===== src/hw/rtl/lsgf_pkg.sv =====
// Shared types and constants of the scan-line ground filter.
package lsgf_pkg;

   localparam int CoordBits     = 18;
   localparam int InBits        = 17;
   localparam int PosBits       = 6;
   localparam int PointsPerLine = 64;
   localparam int CsrIdxBits    = 3;
   localparam int CsrDataBits   = 16;

   localparam logic [CsrIdxBits-1:0] CsrSensorHeight  = 3'd0;
   localparam logic [CsrIdxBits-1:0] CsrHeightOffset  = 3'd1;
   localparam logic [CsrIdxBits-1:0] CsrHeightWindow  = 3'd2;
   localparam logic [CsrIdxBits-1:0] CsrFirstUsed     = 3'd3;
   localparam logic [CsrIdxBits-1:0] CsrSlopeBase     = 3'd4;

   localparam logic [35:0] FarLimit    = 36'd1000000;
   localparam logic [35:0] FarSpan     = 36'd100000000;
   localparam logic [35:0] FarBias     = 36'd195312;
   localparam logic [18:0] FarDivisor  = 19'd390625;
   localparam logic [35:0] NearLimit   = 36'd625;
   localparam logic [35:0] NearScale   = 36'd589824;
   localparam logic [35:0] NearBias    = 36'd3125;
   localparam logic [18:0] NearDivisor = 19'd6250;

   // Reciprocals scaled by 2^37, applied to the dividend shifted right by 3 for the
   // far term and unshifted for the near term.
   localparam logic [24:0] RecipFar    = 25'd2814749;
   localparam logic [24:0] RecipNear   = 25'd21990232;

   typedef struct packed {
      logic [PosBits-1:0]       pos;
      logic signed [InBits-1:0] x;
      logic signed [InBits-1:0] y;
      logic signed [InBits-1:0] z;
      logic                     start;
      logic                     active;
      logic                     seed_ok;
   } item_type;

   typedef enum logic [3:0] {
      ST_IDLE, ST_EVAL, ST_SQR, ST_SUM, ST_PREP, ST_DIV, ST_THR,
      ST_TSQ, ST_MUL0, ST_MUL1, ST_FIN, ST_DONE
   } back_state_type;

endpackage


===== src/hw/rtl/lsgf_queue.sv =====
// Two-entry queue between the front and back parts.
module lsgf_queue import lsgf_pkg::*; (
   input  logic     clock,
   input  logic     reset,
   input  logic     push,
   input  item_type push_item,
   input  logic     pop,
   output logic     full,
   output logic     not_empty,
   output item_type head
);

   item_type   mem_ff [2];
   logic       wr_ff, wr_in;
   logic       rd_ff, rd_in;
   logic [1:0] count_ff, count_in;

   always_comb begin
      wr_in    = push ? !wr_ff : wr_ff;
      rd_in    = pop ? !rd_ff : rd_ff;
      count_in = count_ff + 2'(push) - 2'(pop);
   end

   always_ff @(posedge clock) begin
      if (reset) begin
         wr_ff    <= 1'b0;
         rd_ff    <= 1'b0;
         count_ff <= '0;
      end else begin
         wr_ff    <= wr_in;
         rd_ff    <= rd_in;
         count_ff <= count_in;
      end
   end

   always_ff @(posedge clock) begin
      if (push) begin
         mem_ff[wr_ff] <= push_item;
      end
   end

   assign full      = (count_ff == 2'd2);
   assign not_empty = (count_ff != 2'd0);
   assign head      = mem_ff[rd_ff];

endmodule


===== config.mk =====
export PLATFORM = sky130hd
export DESIGN_NAME = lsgf_queue
export DESIGN_NICKNAME = d
export VERILOG_FILES = /design/src/hw/rtl/lsgf_pkg.sv /design/src/hw/rtl/lsgf_queue.sv
export SDC_FILE = /design/constraint.sdc
export NUM_CORES = 1
export LEC_CHECK = 0
export BUFFER_PORTS_ARGS = -buffer_cell sky130_fd_sc_hd__clkbuf_2
export CAP_MARGIN = 20
export CORE_ASPECT_RATIO = 1.75
export CORE_MARGIN = 8
export CORE_UTILIZATION = 52
export CTS_CLUSTER_DIAMETER = 30
export DETAILED_ROUTE_END_ITERATION = 6
export PLACE_DENSITY = 0.82
export SKIP_LAST_GASP = 1
export SYNTH_ARGS = -nofsm -noshare
export SYNTH_HDL_FRONTEND = slang
export SYNTH_SLANG_ARGS = --single-unit

===== constraint.sdc =====
create_clock -name clock -period 4.4 [get_ports clock]
set_clock_uncertainty 0.05 [all_clocks]
set_input_delay 0.88 -clock clock [delete_from_list [all_inputs] [get_ports clock]]
set_output_delay 0.88 -clock clock [all_outputs]
set_load 0.01 [all_outputs]

---- After elaboration in Yosys (flattened, before gate mapping) ----
Memories as Yosys holds them, arrays and structs flattened. A register that Yosys moved wholly into a read port is not among the register bits.
Cells that the tools add are included.
storage, ports and cells
  bits of input ports ..................... 64
  memory bits (writable) .................. 120
  bits in registers ....................... 4
  word-level logic and storage cells ...... 14
  output and inout bits ................... 62
  memories kept ........................... 1
memories
  name    words  bits a word  rd ports  clocked after Yosys merged registers in  wr ports  line              RTL
  mem_ff  2      60           1         1                                        1         lsgf_queue.sv:13  item_type mem_ff [2];
cells by class
  $add $sub $neg .......................... 2
  reductions and logical operators ........ 3
  equal/unequal tests ..................... 1
  mux-type cells .......................... 4
operators by type and width
  operator                                     number
  1-bit 2-to-1 mux                             4
  2-bit by 1-bit adder with 2-bit output       1
  2-bit equality test (second input constant)  1
  1-bit logical NOT                            2
  2-bit nonzero test                           1
  2-bit by 1-bit subtractor with 2-bit output  1

---- Logic depth before layout (Yosys ltp) ----
  word-level depth ........................ 3
  mapped depth ............................ 6

---- Least setup slack after synthesis ----
OpenSTA, ideal clock, no wires.
  path kind ............................... input to register
  from .................................... in push
  to ...................................... mem mem_ff[0][0] (netlist bit) (enable)
  buffers on the path ..................... 0
  stages on the path ...................... 1
  path slack .............................. 0.341 ns
  required time ........................... 3.865 ns
  arrival time ............................ 3.524 ns
  cells stage by stage .................... nor2b_1
on the way
  word-level cells in the longest chain between the ends .. 2
RTL lines
  what                                    line              RTL
  from (decl)                             lsgf_queue.sv:5   input logic push,
  1-bit 2-to-1 mux                        lsgf_queue.sv:37  if (push) begin
  1-bit 2-to-1 mux (implied by the code)  lsgf_queue.sv:38  mem_ff[wr_ff] <= push_item;
  to (decl)                               lsgf_queue.sv:13
Every way passes these cells.

==> impl_metrics.env <==
export IMPL_status="finished clean"
export IMPL_leakagePower_nw=2.512
export IMPL_cp_end_kind="output pin"
export IMPL_hold_buffers=0
export IMPL_clk_pin_slew_ps=50
export IMPL_power_density_nw_per_um2=504.9
export IMPL_totalWireLength_mm=8.870
export IMPL_synth_compound_area_frac=0
export IMPL_layout_drive_gt1_share=0.6066
export IMPL_detail_route_vias_per_cell=4.865
export IMPL_synth_simple_area_share=0.009536
export IMPL_dr_pass1_iters=4
export IMPL_tritoncts="yes"
export IMPL_yosysTopAreaCell="edfxtp_1"
export IMPL_hold_viol=0
export IMPL_setup_tns_ps=0
export IMPL_maxCapViolations=0
export IMPL_grt_start_max_net_pins=61
export IMPL_detail_route_wl_per_cell_um=18.44
export IMPL_rows=46
export IMPL_cp_max_fo=44
export IMPL_core_area_um2=9094
export IMPL_drv_slew=0
export IMPL_drt_initial_drc_count=122
export IMPL_synth_area_um2=4855
export IMPL_netlist_instances=208
export IMPL_grt_ovfl_total=0
export IMPL_track_usage=0.1463
export IMPL_grt_pass1_wl_mm=13.32
export IMPL_synth_avg_cell_area_um2=23.34
export IMPL_synth_xor_area_share=0.008247
export IMPL_ir_drop_v=0.0003636
export IMPL_io_pins=126
export IMPL_n_antenna_cell=0
export IMPL_ys_ff_latch=125
export IMPL_grt_pass1_vias=2595
export IMPL_finalCritPeriodShare=0.6250
export IMPL_slew_headroom=0.4262
export IMPL_vias=2340
export IMPL_synth_fa_ha_area_frac=0.005155
export IMPL_yosys_top_cells_area="edfxtp_1, mux2_4, buf_12"
export IMPL_synthMuxAreaShare=0.1856
export IMPL_hold_path_class="flip-flop to flip-flop"
export IMPL_clk_path_buf_depth=2
export IMPL_cts_buffers=17
export IMPL_cts_setup_buffers=0
export IMPL_dieArea_um2=12810
export IMPL_yosys_warnings=0
export IMPL_cp_data_required_time_ps=3470
export IMPL_htreeDepth=4
export IMPL_tightest_slew_ps=858.8
export IMPL_critPathLaunchType="flip-flop"
export IMPL_area_growth_pct=26.70
export IMPL_clock_sinks=125
export IMPL_clk_latency_ps=390
export IMPL_die_w_um=89.04
export IMPL_synth_top_family_by_area="multiplexers"
export IMPL_drc=0
export IMPL_drtAntennaViolNets=0
export IMPL_fmax_ghz=0.3636
export IMPL_cts_repair_resized=0
export IMPL_min_period_ps=2750
export IMPL_die_h_um=143.8
export IMPL_synth_distinct_cells=13
export IMPL_finalSetupViolCount=0
export IMPL_grt_antenna_before_repair=0
export IMPL_synth_top_cell_area_share=0.7423
export IMPL_arrival_ps=1820
export IMPL_crit_type="flip-flop to output pin"
export IMPL_initial_core_util=0.5338
export IMPL_port_buffers=125
export IMPL_syn_nets=274
export IMPL_rrSetupSlack_ps=2390
export IMPL_gp_congestion=0.7024
export IMPL_rsz0062_at_grt="false"
export IMPL_nFillCells=636
export IMPL_dp_hpwl_mm=6.023
export IMPL_cts_root_buf="clkbuf_16"
export IMPL_nets=414
export IMPL_yosysSeqAreaShare=0.7629
export IMPL_fin_util=0.6764
sequential cells by signal (all words and copies together) (netlist names), named ones only:
signal / cells
rd_ff: 1
mem_ff: 120
wr_ff: 1
count_ff: 2
metrics by stage:
stage	cells	hold slack, ps	worst slack [ps]	area (um^2)	total power [mW]
floorplan	208	429.9	341.1	4855	1.674
CTS	480	482.1	1406	6123	3.136
global placement	448	444.7	1795	5539	1.779
detailed placement	448	458.1	1726	5539	1.793
global route	481	503.4	1599	6151	3.218
finish	481	480.5	1650	6151	3.106
cells in the mapped netlist:
master    count
edfxtp_1    120
mux2_4       60
buf_12        6
dfxtp_1       5
nor2_1        4
nor2b_1       3
ha_1          2
inv_1         2
xnor2_1       2
and2_1        1
buf_6         1
or2_2         1
xnor3_1       1
worst max-delay path, stage by stage (launching register included):
cell,delay [ps]
dfxtp_4,560
buf_16,310
mux2_4,350
clkbuf_2,130
where the power goes:
group,internal [mW],switching [mW],leakage [nW]
logic,0.184,0.159,1.06
clock network,0.891,0.450,0.281
registers,1.39,0.0301,1.17
total,2.47,0.639,2.51
final cells by class:
class	count	area (um^2)	area share
clock buffers	26	499.2	0.08116
clock inverters	6	85.08	0.01383
inverters	2	7.507	0.001221
multi-input cells	74	1021	0.1660
flip-flops and latches	125	3707	0.6027
well taps	120	150.1	0.02441
repair buffers	128	680.7	0.1107
path summary, 6_finish.rpt:
check                           startpoint       endpoint  cells past startpoint
worst max-delay path             flip-flop       head[27]                      3
worst min-delay path                 rd_ff      flip-flop                      2
worst max register to register       wr_ff  mem_ff[1][38]                      2
worst min register to register       rd_ff      flip-flop                      2
cell families (layout without fill, tap and decap cells):
family,count (synthesis),count (layout)
XOR/XNOR,3,3
AND/OR/NAND/NOR,9,9
buffers and inverters,9,162
multiplexers,60,60
flip-flops,125,125
adder cells (fa/ha/maj),2,2
layout by cell type (no fill, tap or decap):
cell	synthesis	routed
clkbuf_8	0	4
dfxtp_1	5	4
inv_1	2	2
nor2_1	4	4
buf_4	0	1
buf_12	6	1
buf_16	0	1
xnor3_1	1	1
ha_1	2	2
clkbuf_2	0	125
clkinvlp_4	0	2
edfxtp_1	120	120
clkinv_2	0	2
clkbuf_16	0	17
clkbuf_1	0	5
mux2_4	60	60
xnor2_1	2	2
nor2b_4	0	1
bufinv_16	0	2
and2_2	0	1
dfxtp_4	0	1
nor2b_1	3	2
or2_2	1	1
metal layers:
metal | part of all wire | track usage | vias up
met4 | 0.026 | 0.07937 | 0
met2 | 0.56 | 0.2571 | 82
met1 | 0.34 | 0.1343 | 1134
met5 | 0 | 0 | -
li1 | - | - | 1104
met3 | 0.069 | 0.06522 | 20
Power figures use the tool's default switching activity.
