`config.mk`:
```
export PLATFORM = sky130hd
export DESIGN_NAME = lsgf_front
export DESIGN_NICKNAME = d
export VERILOG_FILES = /design/src/hw/rtl/lsgf_pkg.sv /design/src/hw/rtl/lsgf_front.sv
export SDC_FILE = /design/constraint.sdc
export NUM_CORES = 1
export LEC_CHECK = 0
export ABC_CLOCK_PERIOD_IN_PS = 22700
export BUFFER_PORTS_ARGS = -buffer_cell sky130_fd_sc_hd__buf_4
export CAP_MARGIN = 20
export CORE_ASPECT_RATIO = 1.4
export CORE_MARGIN = 8
export CORE_UTILIZATION = 30
export DETAILED_ROUTE_END_ITERATION = 10
export PLACE_DENSITY_LB_ADDON = 0.12
export SYNTH_ARGS = -nofsm -noshare
export SYNTH_HDL_FRONTEND = slang
export SYNTH_SLANG_ARGS = --single-unit
```
`constraint.sdc`:
```
create_clock -name vclk -period 22.7
set_input_delay 6.81 -clock vclk [all_inputs]
set_output_delay 6.81 -clock vclk [all_outputs]
set_load 0.05 [all_outputs]
```
`src/hw/rtl/lsgf_pkg.sv`:
```
// Shared types and constants of the scan-line ground filter.
package lsgf_pkg;

   localparam int CoordBits     = 18;
   localparam int InBits        = 17;
   localparam int PosBits       = 6;
   localparam int PointsPerLine = 64;
   localparam int CsrIdxBits    = 3;
   localparam int CsrDataBits   = 16;

   localparam logic [CsrIdxBits-1:0] CsrSensorHeight  = 3'd0;
   localparam logic [CsrIdxBits-1:0] CsrHeightOffset  = 3'd1;
   localparam logic [CsrIdxBits-1:0] CsrHeightWindow  = 3'd2;
   localparam logic [CsrIdxBits-1:0] CsrFirstUsed     = 3'd3;
   localparam logic [CsrIdxBits-1:0] CsrSlopeBase     = 3'd4;

   localparam logic [35:0] FarLimit    = 36'd1000000;
   localparam logic [35:0] FarSpan     = 36'd100000000;
   localparam logic [35:0] FarBias     = 36'd195312;
   localparam logic [18:0] FarDivisor  = 19'd390625;
   localparam logic [35:0] NearLimit   = 36'd625;
   localparam logic [35:0] NearScale   = 36'd589824;
   localparam logic [35:0] NearBias    = 36'd3125;
   localparam logic [18:0] NearDivisor = 19'd6250;

   // Reciprocals scaled by 2^37, applied to the dividend shifted right by 3 for the
   // far term and unshifted for the near term.
   localparam logic [24:0] RecipFar    = 25'd2814749;
   localparam logic [24:0] RecipNear   = 25'd21990232;

   typedef struct packed {
      logic [PosBits-1:0]       pos;
      logic signed [InBits-1:0] x;
      logic signed [InBits-1:0] y;
      logic signed [InBits-1:0] z;
      logic                     start;
      logic                     active;
      logic                     seed_ok;
   } item_type;

   typedef enum logic [3:0] {
      ST_IDLE, ST_EVAL, ST_SQR, ST_SUM, ST_PREP, ST_DIV, ST_THR,
      ST_TSQ, ST_MUL0, ST_MUL1, ST_FIN, ST_DONE
   } back_state_type;

endpackage

```
`src/hw/rtl/lsgf_front.sv`:
```
// Front part: accepts input beats and classifies each point.
module lsgf_front import lsgf_pkg::*; (
   input  logic                     req_valid,
   output logic                     req_stall,
   input  logic [PosBits-1:0]       req_line_position,
   input  logic signed [InBits-1:0] req_coord_x,
   input  logic signed [InBits-1:0] req_coord_y,
   input  logic signed [InBits-1:0] req_coord_z,
   input  logic [11:0]              sensor_height,
   input  logic [9:0]               height_offset,
   input  logic [9:0]               height_window,
   input  logic [5:0]               first_used_index,
   input  logic                     queue_full,
   output logic                     push,
   output item_type                 item
);

   logic signed [19:0] h;
   logic [19:0]        h_abs;

   assign h = $signed({8'b0, sensor_height}) + 20'(req_coord_y) + $signed({10'b0, height_offset});
   assign h_abs = h[19] ? 20'(-h) : 20'(h);

   always_comb begin
      item.pos     = req_line_position;
      item.x       = req_coord_x;
      item.y       = req_coord_y;
      item.z       = req_coord_z;
      item.start   = (req_line_position == '0);
      item.active  = (req_line_position >= first_used_index) &&
                     ({1'b0, req_line_position} < 7'(PointsPerLine)) &&
                     !(req_coord_x == '0 && req_coord_y == '0 && req_coord_z == '0);
      item.seed_ok = (h_abs <= {10'b0, height_window});
   end

   assign req_stall = queue_full;
   assign push      = req_valid && !queue_full;

endmodule

```
# Word level (Yosys, flattened, before mapping)
# Index checks and enable logic that the tools add are counted.
dict set report word_totals {
  wordCells 16
  inputBits 97
  reg_bits 0
  output_inout_bits 62
}
dict set report classes {
  magnitude_cmp 2
  addsub 3
  mux 1
  n_reduce_logical 10
}
# op n
set ops {}
lappend ops {{17-bit zero test} 3}
lappend ops {{20-bit by 10-bit <= comparator with 1-bit output} 1}
lappend ops {{20-bit 2-to-1 mux} 1}
lappend ops {{19-bit negation with 20-bit output} 1}
lappend ops {{18-bit by 11-bit adder with 19-bit output} 1}
lappend ops {{13-bit by 17-bit adder with 18-bit output} 1}
lappend ops {{6-bit greater-or-equal comparator} 1}
lappend ops {{6-bit zero test} 1}
lappend ops {{1-bit logical AND} 4}
lappend ops {{1-bit zero test} 2}

# Logic depth before layout (Yosys ltp)
# Gate-level depths: netlist of the first run.
dict set report logic_depth {
  ltp_word 5
  depth_mapped 19
  depth_no_buf 18
}

# Least setup slack after synthesis of the first run
# OpenSTA, ideal clock, no wires.
dict set report synth_timing {
  kind {input to output}
  from {input port req_coord_y[1]}
  to {output port item[0] (netlist bit)}
  setup_slack_ns 5.218
  required_time_ns 15.890
  arrival_ns 10.672
  stages 14
  cell_sequence {fa_1 ha_1 fa_1 xor2_1 or3b_2 or3b_2 nand2_1 xnor2_1 ha_1 nand4_1 o32a_1 a32o_1 nor3_1 o211a_1}
}
# element line_no
set synth_lines {}
lappend synth_lines {{from (decl)} lsgf_front.sv:7} ;# input logic signed [InBits-1:0] req_coord_y,
lappend synth_lines {{to (decl)} lsgf_front.sv:15} ;# output item_type item

==> results of run 1 <==
metrics by stage:
step,power (mW),instance area [um^2]
global route,0.172,3270
CTS,0.156,3270
finish,0.154,3270
global placement,0.155,3270
floorplan,0.123,2450
detailed placement,0.155,3270
logic make-up after synthesis:
| logic type | count (synthesis) |
|---|---|
| multiplexers | 2 |
| AO/OA/AOI/OAI | 69 |
| AND/OR/NAND/NOR | 87 |
| adder cells (fa/ha/maj) | 42 |
| XOR/XNOR | 16 |
| buffers and inverters | 88 |
Yosys cell counts (8+ instances only):
library cell               n  area, um^2
sky130_fd_sc_hd__buf_4    58         435
sky130_fd_sc_hd__ha_1     31         388
sky130_fd_sc_hd__inv_1    23        86.3
sky130_fd_sc_hd__a21oi_1  18        90.1
sky130_fd_sc_hd__nand2_1  16        60.1
sky130_fd_sc_hd__nor4_1   14        87.6
sky130_fd_sc_hd__fa_1     11         220
sky130_fd_sc_hd__nor2_1   11        41.3
sky130_fd_sc_hd__nor3_1    9        45.0
sky130_fd_sc_hd__xnor2_1   9        78.8
sky130_fd_sc_hd__nand4_1   8        50.1
sky130_fd_sc_hd__nor2b_1   8        50.1
sky130_fd_sc_hd__o21ai_0   8        40.0
power breakdown:
group          leakage [nW]  switching, mW  internal, mW
Combinational          1.57         0.0894        0.0642
Sequential                0              0             0
Clock                     0              0             0
worst max-delay path, stage by stage:
cell                      delay [ns]
sky130_fd_sc_hd__buf_4          0.12
sky130_fd_sc_hd__fa_1           0.49
sky130_fd_sc_hd__ha_1           0.47
sky130_fd_sc_hd__and2_4         0.23
sky130_fd_sc_hd__a311o_2        0.40
sky130_fd_sc_hd__o21ai_1        0.19
sky130_fd_sc_hd__a41oi_2        0.27
sky130_fd_sc_hd__a21oi_4        0.31
sky130_fd_sc_hd__o21ai_0        0.15
sky130_fd_sc_hd__xnor2_1        0.16
sky130_fd_sc_hd__ha_1           0.31
sky130_fd_sc_hd__nand4_1        0.12
sky130_fd_sc_hd__o32a_1         0.37
sky130_fd_sc_hd__a32o_1         0.20
sky130_fd_sc_hd__nor3_1         0.16
sky130_fd_sc_hd__o211a_1        0.17
sky130_fd_sc_hd__buf_4          0.19
final timing paths:
check	start	to	slack (ns)
worst min-delay path	req_coord_x[12]	item[49]	13.89
worst max-delay path	req_coord_y[5]	item[0]	4.79
routing by layer:
metal | vias to the layer above | track usage (%)
met2 | 78 | 25.5
li1 | 1242 | -
met5 | - | 0
met4 | 0 | 0
met3 | 0 | 2.37
met1 | 1128 | 13.1
layout make-up:
type | count | share of cell area (%)
well taps | 102 | 3.91
multi-input cells | 216 | 56.9
repair buffers | 159 | 36.6
inverters | 23 | 2.64
==> metrics.txt, run 1 <==
# TYPE chip_impl_metric gauge
chip_impl_metric{name="cts-hold-fix-buffers",unit=""} 0
chip_impl_metric{name="numPortBuffers",unit=""} 159
chip_impl_metric{name="number_of_search_and_repair_iterations_in_the_first_detailed_routing_pass",unit=""} 4
chip_impl_metric{name="synth_cell_type_count",unit=""} 59
chip_impl_metric{name="grt_overflow",unit=""} 0
chip_impl_metric{name="setup_viol",unit=""} 0
chip_impl_metric{name="peakVddDrop",unit="mV"} 0.0193
chip_impl_metric{name="nets",unit=""} 539
chip_impl_metric{name="dp.cells",unit=""} 500
chip_impl_metric{name="route.vias.total",unit=""} 2448
chip_impl_metric{name="synth.area.mux_share",unit="%"} 0.867
chip_impl_metric{name="final.fill_count",unit=""} 857
chip_impl_metric{name="detailedPlace.worstSlack",unit="ns"} 4.77
chip_impl_metric{name="max_freq",unit="MHz"} 55.8
chip_impl_metric{name="cts_repair_resize_count",unit=""} 0
chip_impl_metric{name="worstPathArrival",unit="ns"} 11.10
chip_impl_metric{name="synth_seq_area_share",unit="%"} 0
chip_impl_info{name="top_layer_used",value="met3"} 1
chip_impl_metric{name="final_hold_viol_count",unit=""} 0
chip_impl_metric{name="synth-adder-area-share",unit="%"} 24.8
chip_impl_metric{name="drc_errors",unit=""} 0
chip_impl_metric{name="seq_area",unit="um^2"} 0
chip_impl_metric{name="wl_met2",unit="um"} 4230
chip_impl_metric{name="routedLengthMet1",unit="um"} 2740
chip_impl_metric{name="p_leak",unit="nW"} 1.57
chip_impl_metric{name="multi_input_gate_area_in_the_final_layout",unit="um^2"} 1860
chip_impl_metric{name="wire_per_inst",unit="um"} 14.8
chip_impl_info{name="crit_path_end_kind",value="output port"} 1
chip_impl_metric{name="initial_core_util",unit="%"} 30.5
chip_impl_metric{name="placeableCoreArea",unit="um^2"} 8050
chip_impl_metric{name="numSequentialCells",unit=""} 0
chip_impl_info{name="hold_class",value="in -> out"} 1
chip_impl_metric{name="synthesis.yosys.warnings",unit=""} 0
chip_impl_metric{name="rows",unit=""} 39
chip_impl_metric{name="power_density",unit="nW/um^2"} 47.1
chip_impl_metric{name="final.clkbuf_count",unit=""} 0
chip_impl_metric{name="hold_ws",unit="ns"} 13.89
chip_impl_metric{name="mappedNetlistNets",unit=""} 443
chip_impl_metric{name="finish.utilization",unit="%"} 40.6
chip_impl_metric{name="avgViaCountPerCell",unit=""} 4.90
chip_impl_metric{name="gp_congestion",unit=""} 0.800
chip_impl_metric{name="met3_wirelength",unit="um"} 431
chip_impl_metric{name="dp_hpwl",unit="um"} 6800
chip_impl_metric{name="worst-slew-pin-transition",unit="ns"} 0.586
chip_impl_metric{name="grt_start_max_net_pins",unit=""} 13
chip_impl_metric{name="fin_setup_tns",unit="ns"} 0
chip_impl_metric{name="insertedDiodeCount",unit=""} 0
chip_impl_metric{name="floorplan.die_area",unit="um^2"} 11400
chip_impl_info{name="most-common-layout-cells",value="159 x sky130_fd_sc_hd__buf_4, 31 x sky130_fd_sc_hd__ha_1, 23 x sky130_fd_sc_hd__inv_1"} 1
chip_impl_metric{name="final_critical_path_setup_slack",unit="ns"} 4.79
chip_impl_metric{name="syn-cell-area",unit="um^2"} 2450
chip_impl_info{name="result_of_the_run",value="finished clean"} 1
chip_impl_info{name="critPathLaunchType",value="input pin"} 1
chip_impl_info{name="synth_top_family_by_area",value="adder cells"} 1
chip_impl_metric{name="timing.hold.worst_path_depth",unit=""} 2
chip_impl_metric{name="areaGrowthSynthToFinish",unit="%"} 33.1
chip_impl_metric{name="critPathRequiredTime",unit="ns"} 15.89
chip_impl_metric{name="final_wl",unit="um"} 7400
chip_impl_metric{name="slew_headroom",unit="%"} 60.7
chip_impl_info{name="rsz_0062_raised_after_global_routing",value="no"} 1
chip_impl_metric{name="share_of_synthesized_cell_area_in_and_or_nand_and_nor_gates",unit="%"} 21.7
chip_impl_metric{name="initial_drt_markers",unit=""} 96
chip_impl_metric{name="cp_max_fo",unit=""} 12
chip_impl_metric{name="finalMaxSlewViolations",unit=""} 0
chip_impl_metric{name="synthCells",unit=""} 304
chip_impl_metric{name="die_w",unit="um"} 92.4
chip_impl_metric{name="fp.dieH",unit="um"} 123
chip_impl_info{name="mostFrequentLayoutCell",value="sky130_fd_sc_hd__buf_4"} 1
chip_impl_metric{name="stdcell_count",unit=""} 500
chip_impl_metric{name="first_global_vias",unit=""} 2647
chip_impl_metric{name="grt.total_usage",unit="%"} 12.4
chip_impl_info{name="setup.worst_path.class",value="in -> out"} 1
chip_impl_metric{name="timing.final.crit_share",unit="%"} 78.9
chip_impl_metric{name="post-cts-setup-buffer-count",unit=""} 0
chip_impl_metric{name="final_layout_size_suffix_gt1_share",unit="%"} 46.0
chip_impl_metric{name="maxCapViolations",unit=""} 0
chip_impl_metric{name="grt_pass1_wl",unit="um"} 12100
chip_impl_metric{name="grt_antenna_before_repair",unit=""} 0
chip_impl_metric{name="ant_nets",unit=""} 0
chip_impl_metric{name="postSynthAreaPerCell",unit="um^2"} 8.07
chip_impl_metric{name="post_synthesis_share_of_cell_area_spent_on_xor_and_xnor_gates",unit="%"} 6.02
chip_impl_metric{name="floorplan.io_pins",unit=""} 159
chip_impl_metric{name="synth_compound_gate_area_share",unit="%"} 22.3
chip_impl_metric{name="post_layout_minimum_cycle_time",unit="ns"} 17.91
Power figures use the tool's default switching activity.
==> run 2, diff against run 1 <==
--- a/config.mk
+++ b/config.mk
@@ -5,7 +5,7 @@
 export SDC_FILE = /design/constraint.sdc
 export NUM_CORES = 1
 export LEC_CHECK = 0
-export ABC_CLOCK_PERIOD_IN_PS = 22700
+export ABC_CLOCK_PERIOD_IN_PS = 17300
 export BUFFER_PORTS_ARGS = -buffer_cell sky130_fd_sc_hd__buf_4
 export CAP_MARGIN = 20
 export CORE_ASPECT_RATIO = 1.4
==> constraint.sdc (replaced) <==
create_clock -name vclk -period 17.3
set_input_delay 5.19 -clock vclk [all_inputs]
set_output_delay 5.19 -clock vclk [all_outputs]
set_load 0.05 [all_outputs]
==> metrics.txt, run 2 (synthesized netlist as in run 1, its figures left out) <==
# TYPE chip_impl_metric gauge
chip_impl_metric{name="first_global_vias",unit=""} 2620
chip_impl_metric{name="floorplan.io_pins",unit=""} 159
chip_impl_info{name="setup.worst_path.class",value="in -> out"} 1
chip_impl_metric{name="route.vias.total",unit=""} 2456
chip_impl_metric{name="comb_power_share",unit="%"} 100.0
chip_impl_metric{name="areaGrowthSynthToFinish",unit="%"} 33.1
chip_impl_metric{name="final_hold_viol_count",unit=""} 0
chip_impl_metric{name="finish.utilization",unit="%"} 40.6
chip_impl_metric{name="timing.final.crit_share",unit="%"} 85.0
chip_impl_metric{name="nets",unit=""} 539
chip_impl_metric{name="seq_area",unit="um^2"} 0
chip_impl_metric{name="initial_drt_markers",unit=""} 114
chip_impl_metric{name="final_critical_path_setup_slack",unit="ns"} 2.60
chip_impl_metric{name="insertedDiodeCount",unit=""} 0
chip_impl_metric{name="worstPathArrival",unit="ns"} 9.51
chip_impl_metric{name="floorplan.die_area",unit="um^2"} 11400
chip_impl_metric{name="final_wl",unit="um"} 7410
chip_impl_metric{name="grt.total_usage",unit="%"} 12.1
chip_impl_metric{name="maxCapViolations",unit=""} 0
chip_impl_info{name="cp_cell_sequence",value="buf_4, fa_1, ha_1, and2_4, a311o_2, o21ai_1, a41oi_2, a21oi_4, o21ai_0, xnor2_1, ha_1, nand4_1, o32a_1, a32o_1, nor3_1, o211a_1, buf_4"} 1
chip_impl_metric{name="fin_setup_tns",unit="ns"} 0
chip_impl_metric{name="numPortBuffers",unit=""} 159
chip_impl_metric{name="drc_errors",unit=""} 0
chip_impl_metric{name="cts-hold-fix-buffers",unit=""} 0
chip_impl_metric{name="worst-slew-pin-transition",unit="ns"} 0.583
chip_impl_metric{name="cp_max_fo",unit=""} 12
chip_impl_metric{name="setup_viol",unit=""} 0
chip_impl_metric{name="hold_ws",unit="ns"} 10.65
chip_impl_metric{name="numSequentialCells",unit=""} 0
chip_impl_metric{name="fp.dieH",unit="um"} 123
chip_impl_metric{name="final_layout_size_suffix_gt1_share",unit="%"} 46.0
chip_impl_metric{name="post_layout_minimum_cycle_time",unit="ns"} 14.70
chip_impl_metric{name="p_int",unit="uW"} 84.3
chip_impl_metric{name="sequentialPowerShare",unit="%"} 0
chip_impl_info{name="mostFrequentLayoutCell",value="sky130_fd_sc_hd__buf_4"} 1
chip_impl_metric{name="grt_pass1_wl",unit="um"} 11800
chip_impl_metric{name="final.fill_count",unit=""} 853
chip_impl_info{name="critical_path_cell_with_the_highest_stage_delay",value="sky130_fd_sc_hd__fa_1"} 1
chip_impl_metric{name="p_leak",unit="nW"} 1.57
chip_impl_metric{name="rows",unit=""} 39
chip_impl_metric{name="worst-path-stages",unit=""} 17
chip_impl_info{name="critPathLaunchType",value="input pin"} 1
chip_impl_metric{name="cp_slowest_stage_delay",unit="ns"} 0.48
chip_impl_metric{name="avgViaCountPerCell",unit=""} 4.91
chip_impl_metric{name="final.clkbuf_count",unit=""} 0
chip_impl_metric{name="post-cts-setup-buffer-count",unit=""} 0
chip_impl_metric{name="peakVddDrop",unit="mV"} 0.0223
chip_impl_info{name="critPathTopFamily",value="compound AO/OA/AOI/OAI gates"} 1
chip_impl_metric{name="switching_power",unit="uW"} 118
chip_impl_info{name="most-common-layout-cells",value="159 x sky130_fd_sc_hd__buf_4, 31 x sky130_fd_sc_hd__ha_1, 23 x sky130_fd_sc_hd__inv_1"} 1
chip_impl_metric{name="power.total",unit="uW"} 203
chip_impl_metric{name="timing.hold.worst_path_depth",unit=""} 2
chip_impl_metric{name="grt_antenna_before_repair",unit=""} 0
chip_impl_metric{name="p_sw_share",unit="%"} 58.4
chip_impl_metric{name="grt_overflow",unit=""} 0
chip_impl_metric{name="ant_nets",unit=""} 0
chip_impl_metric{name="dp_hpwl",unit="um"} 6770
chip_impl_info{name="crit_path_end_kind",value="output port"} 1
chip_impl_metric{name="max_freq",unit="MHz"} 68.0
chip_impl_metric{name="power_density",unit="nW/um^2"} 62.0
chip_impl_metric{name="initial_core_util",unit="%"} 30.5
chip_impl_metric{name="cts_repair_resize_count",unit=""} 0
chip_impl_metric{name="count_of_buffering_cells_on_the_critical_path_with_inverters_included",unit=""} 2
chip_impl_info{name="hold_class",value="in -> out"} 1
chip_impl_metric{name="power.clock.fraction",unit="%"} 0
chip_impl_metric{name="die_w",unit="um"} 92.4
chip_impl_metric{name="number_of_search_and_repair_iterations_in_the_first_detailed_routing_pass",unit=""} 4
chip_impl_info{name="result_of_the_run",value="finished clean"} 1
chip_impl_metric{name="critPathRequiredTime",unit="ns"} 12.11
chip_impl_metric{name="wire_per_inst",unit="um"} 14.8
chip_impl_metric{name="grt_start_max_net_pins",unit=""} 13
chip_impl_metric{name="detailedPlace.worstSlack",unit="ns"} 2.60
chip_impl_metric{name="placeableCoreArea",unit="um^2"} 8050
chip_impl_metric{name="finalMaxSlewViolations",unit=""} 0
chip_impl_metric{name="slew_headroom",unit="%"} 61.0
chip_impl_info{name="rsz_0062_raised_after_global_routing",value="no"} 1
chip_impl_metric{name="gp_congestion",unit=""} 0.801
-- run 2: cell counts in the layout (fill, tap and decap cells not counted) --
No cell type changed its count.
-- run 2: final cells by class --
class	count	area [um^2]	share of cell area [%]
Inverter	23	86.3	2.64
Multi-Input combinational cell	216	1860	56.9
Tap cell	102	128	3.91
Timing Repair Buffer	159	1190	36.6
-- run 2: layer usage --
| metal | share of wire, % | routed length [um] | up-vias | track usage, % |
|---|---|---|---|---|
| met5 | 0 | 0 | - | 0 |
| met4 | 0.31 | 23 | 0 | 0.404 |
| met3 | 6.4 | 478 | 2 | 2.25 |
| met2 | 56 | 4160 | 87 | 25.4 |
| met1 | 37 | 2750 | 1123 | 12.4 |
| li1 | - | - | 1244 | - |
-- run 2: power by group through the flow --
stage	Clock [mW]	Combinational [mW]	Sequential [mW]
after floorplan	0	0.161	0
after global placement	0	0.203	0
after detailed placement	0	0.204	0
after CTS	0	0.205	0
after global routing	0	0.225	0
final	0	0.203	0
-- run 2: worst paths after layout --
| check | to | start | slack, ns |
|---|---|---|---|
| setup / recovery | item[0] | req_coord_y[5] | 2.60 |
| hold / removal | item[53] | req_coord_x[16] | 10.65 |
-- run 2: stage by stage --
step | instances | instance area [um^2]
final | 500 | 3270
after floorplan | 304 | 2450
after detailed placement | 500 | 3270
after global placement | 500 | 3270
after CTS | 500 | 3270
after global routing | 500 | 3270
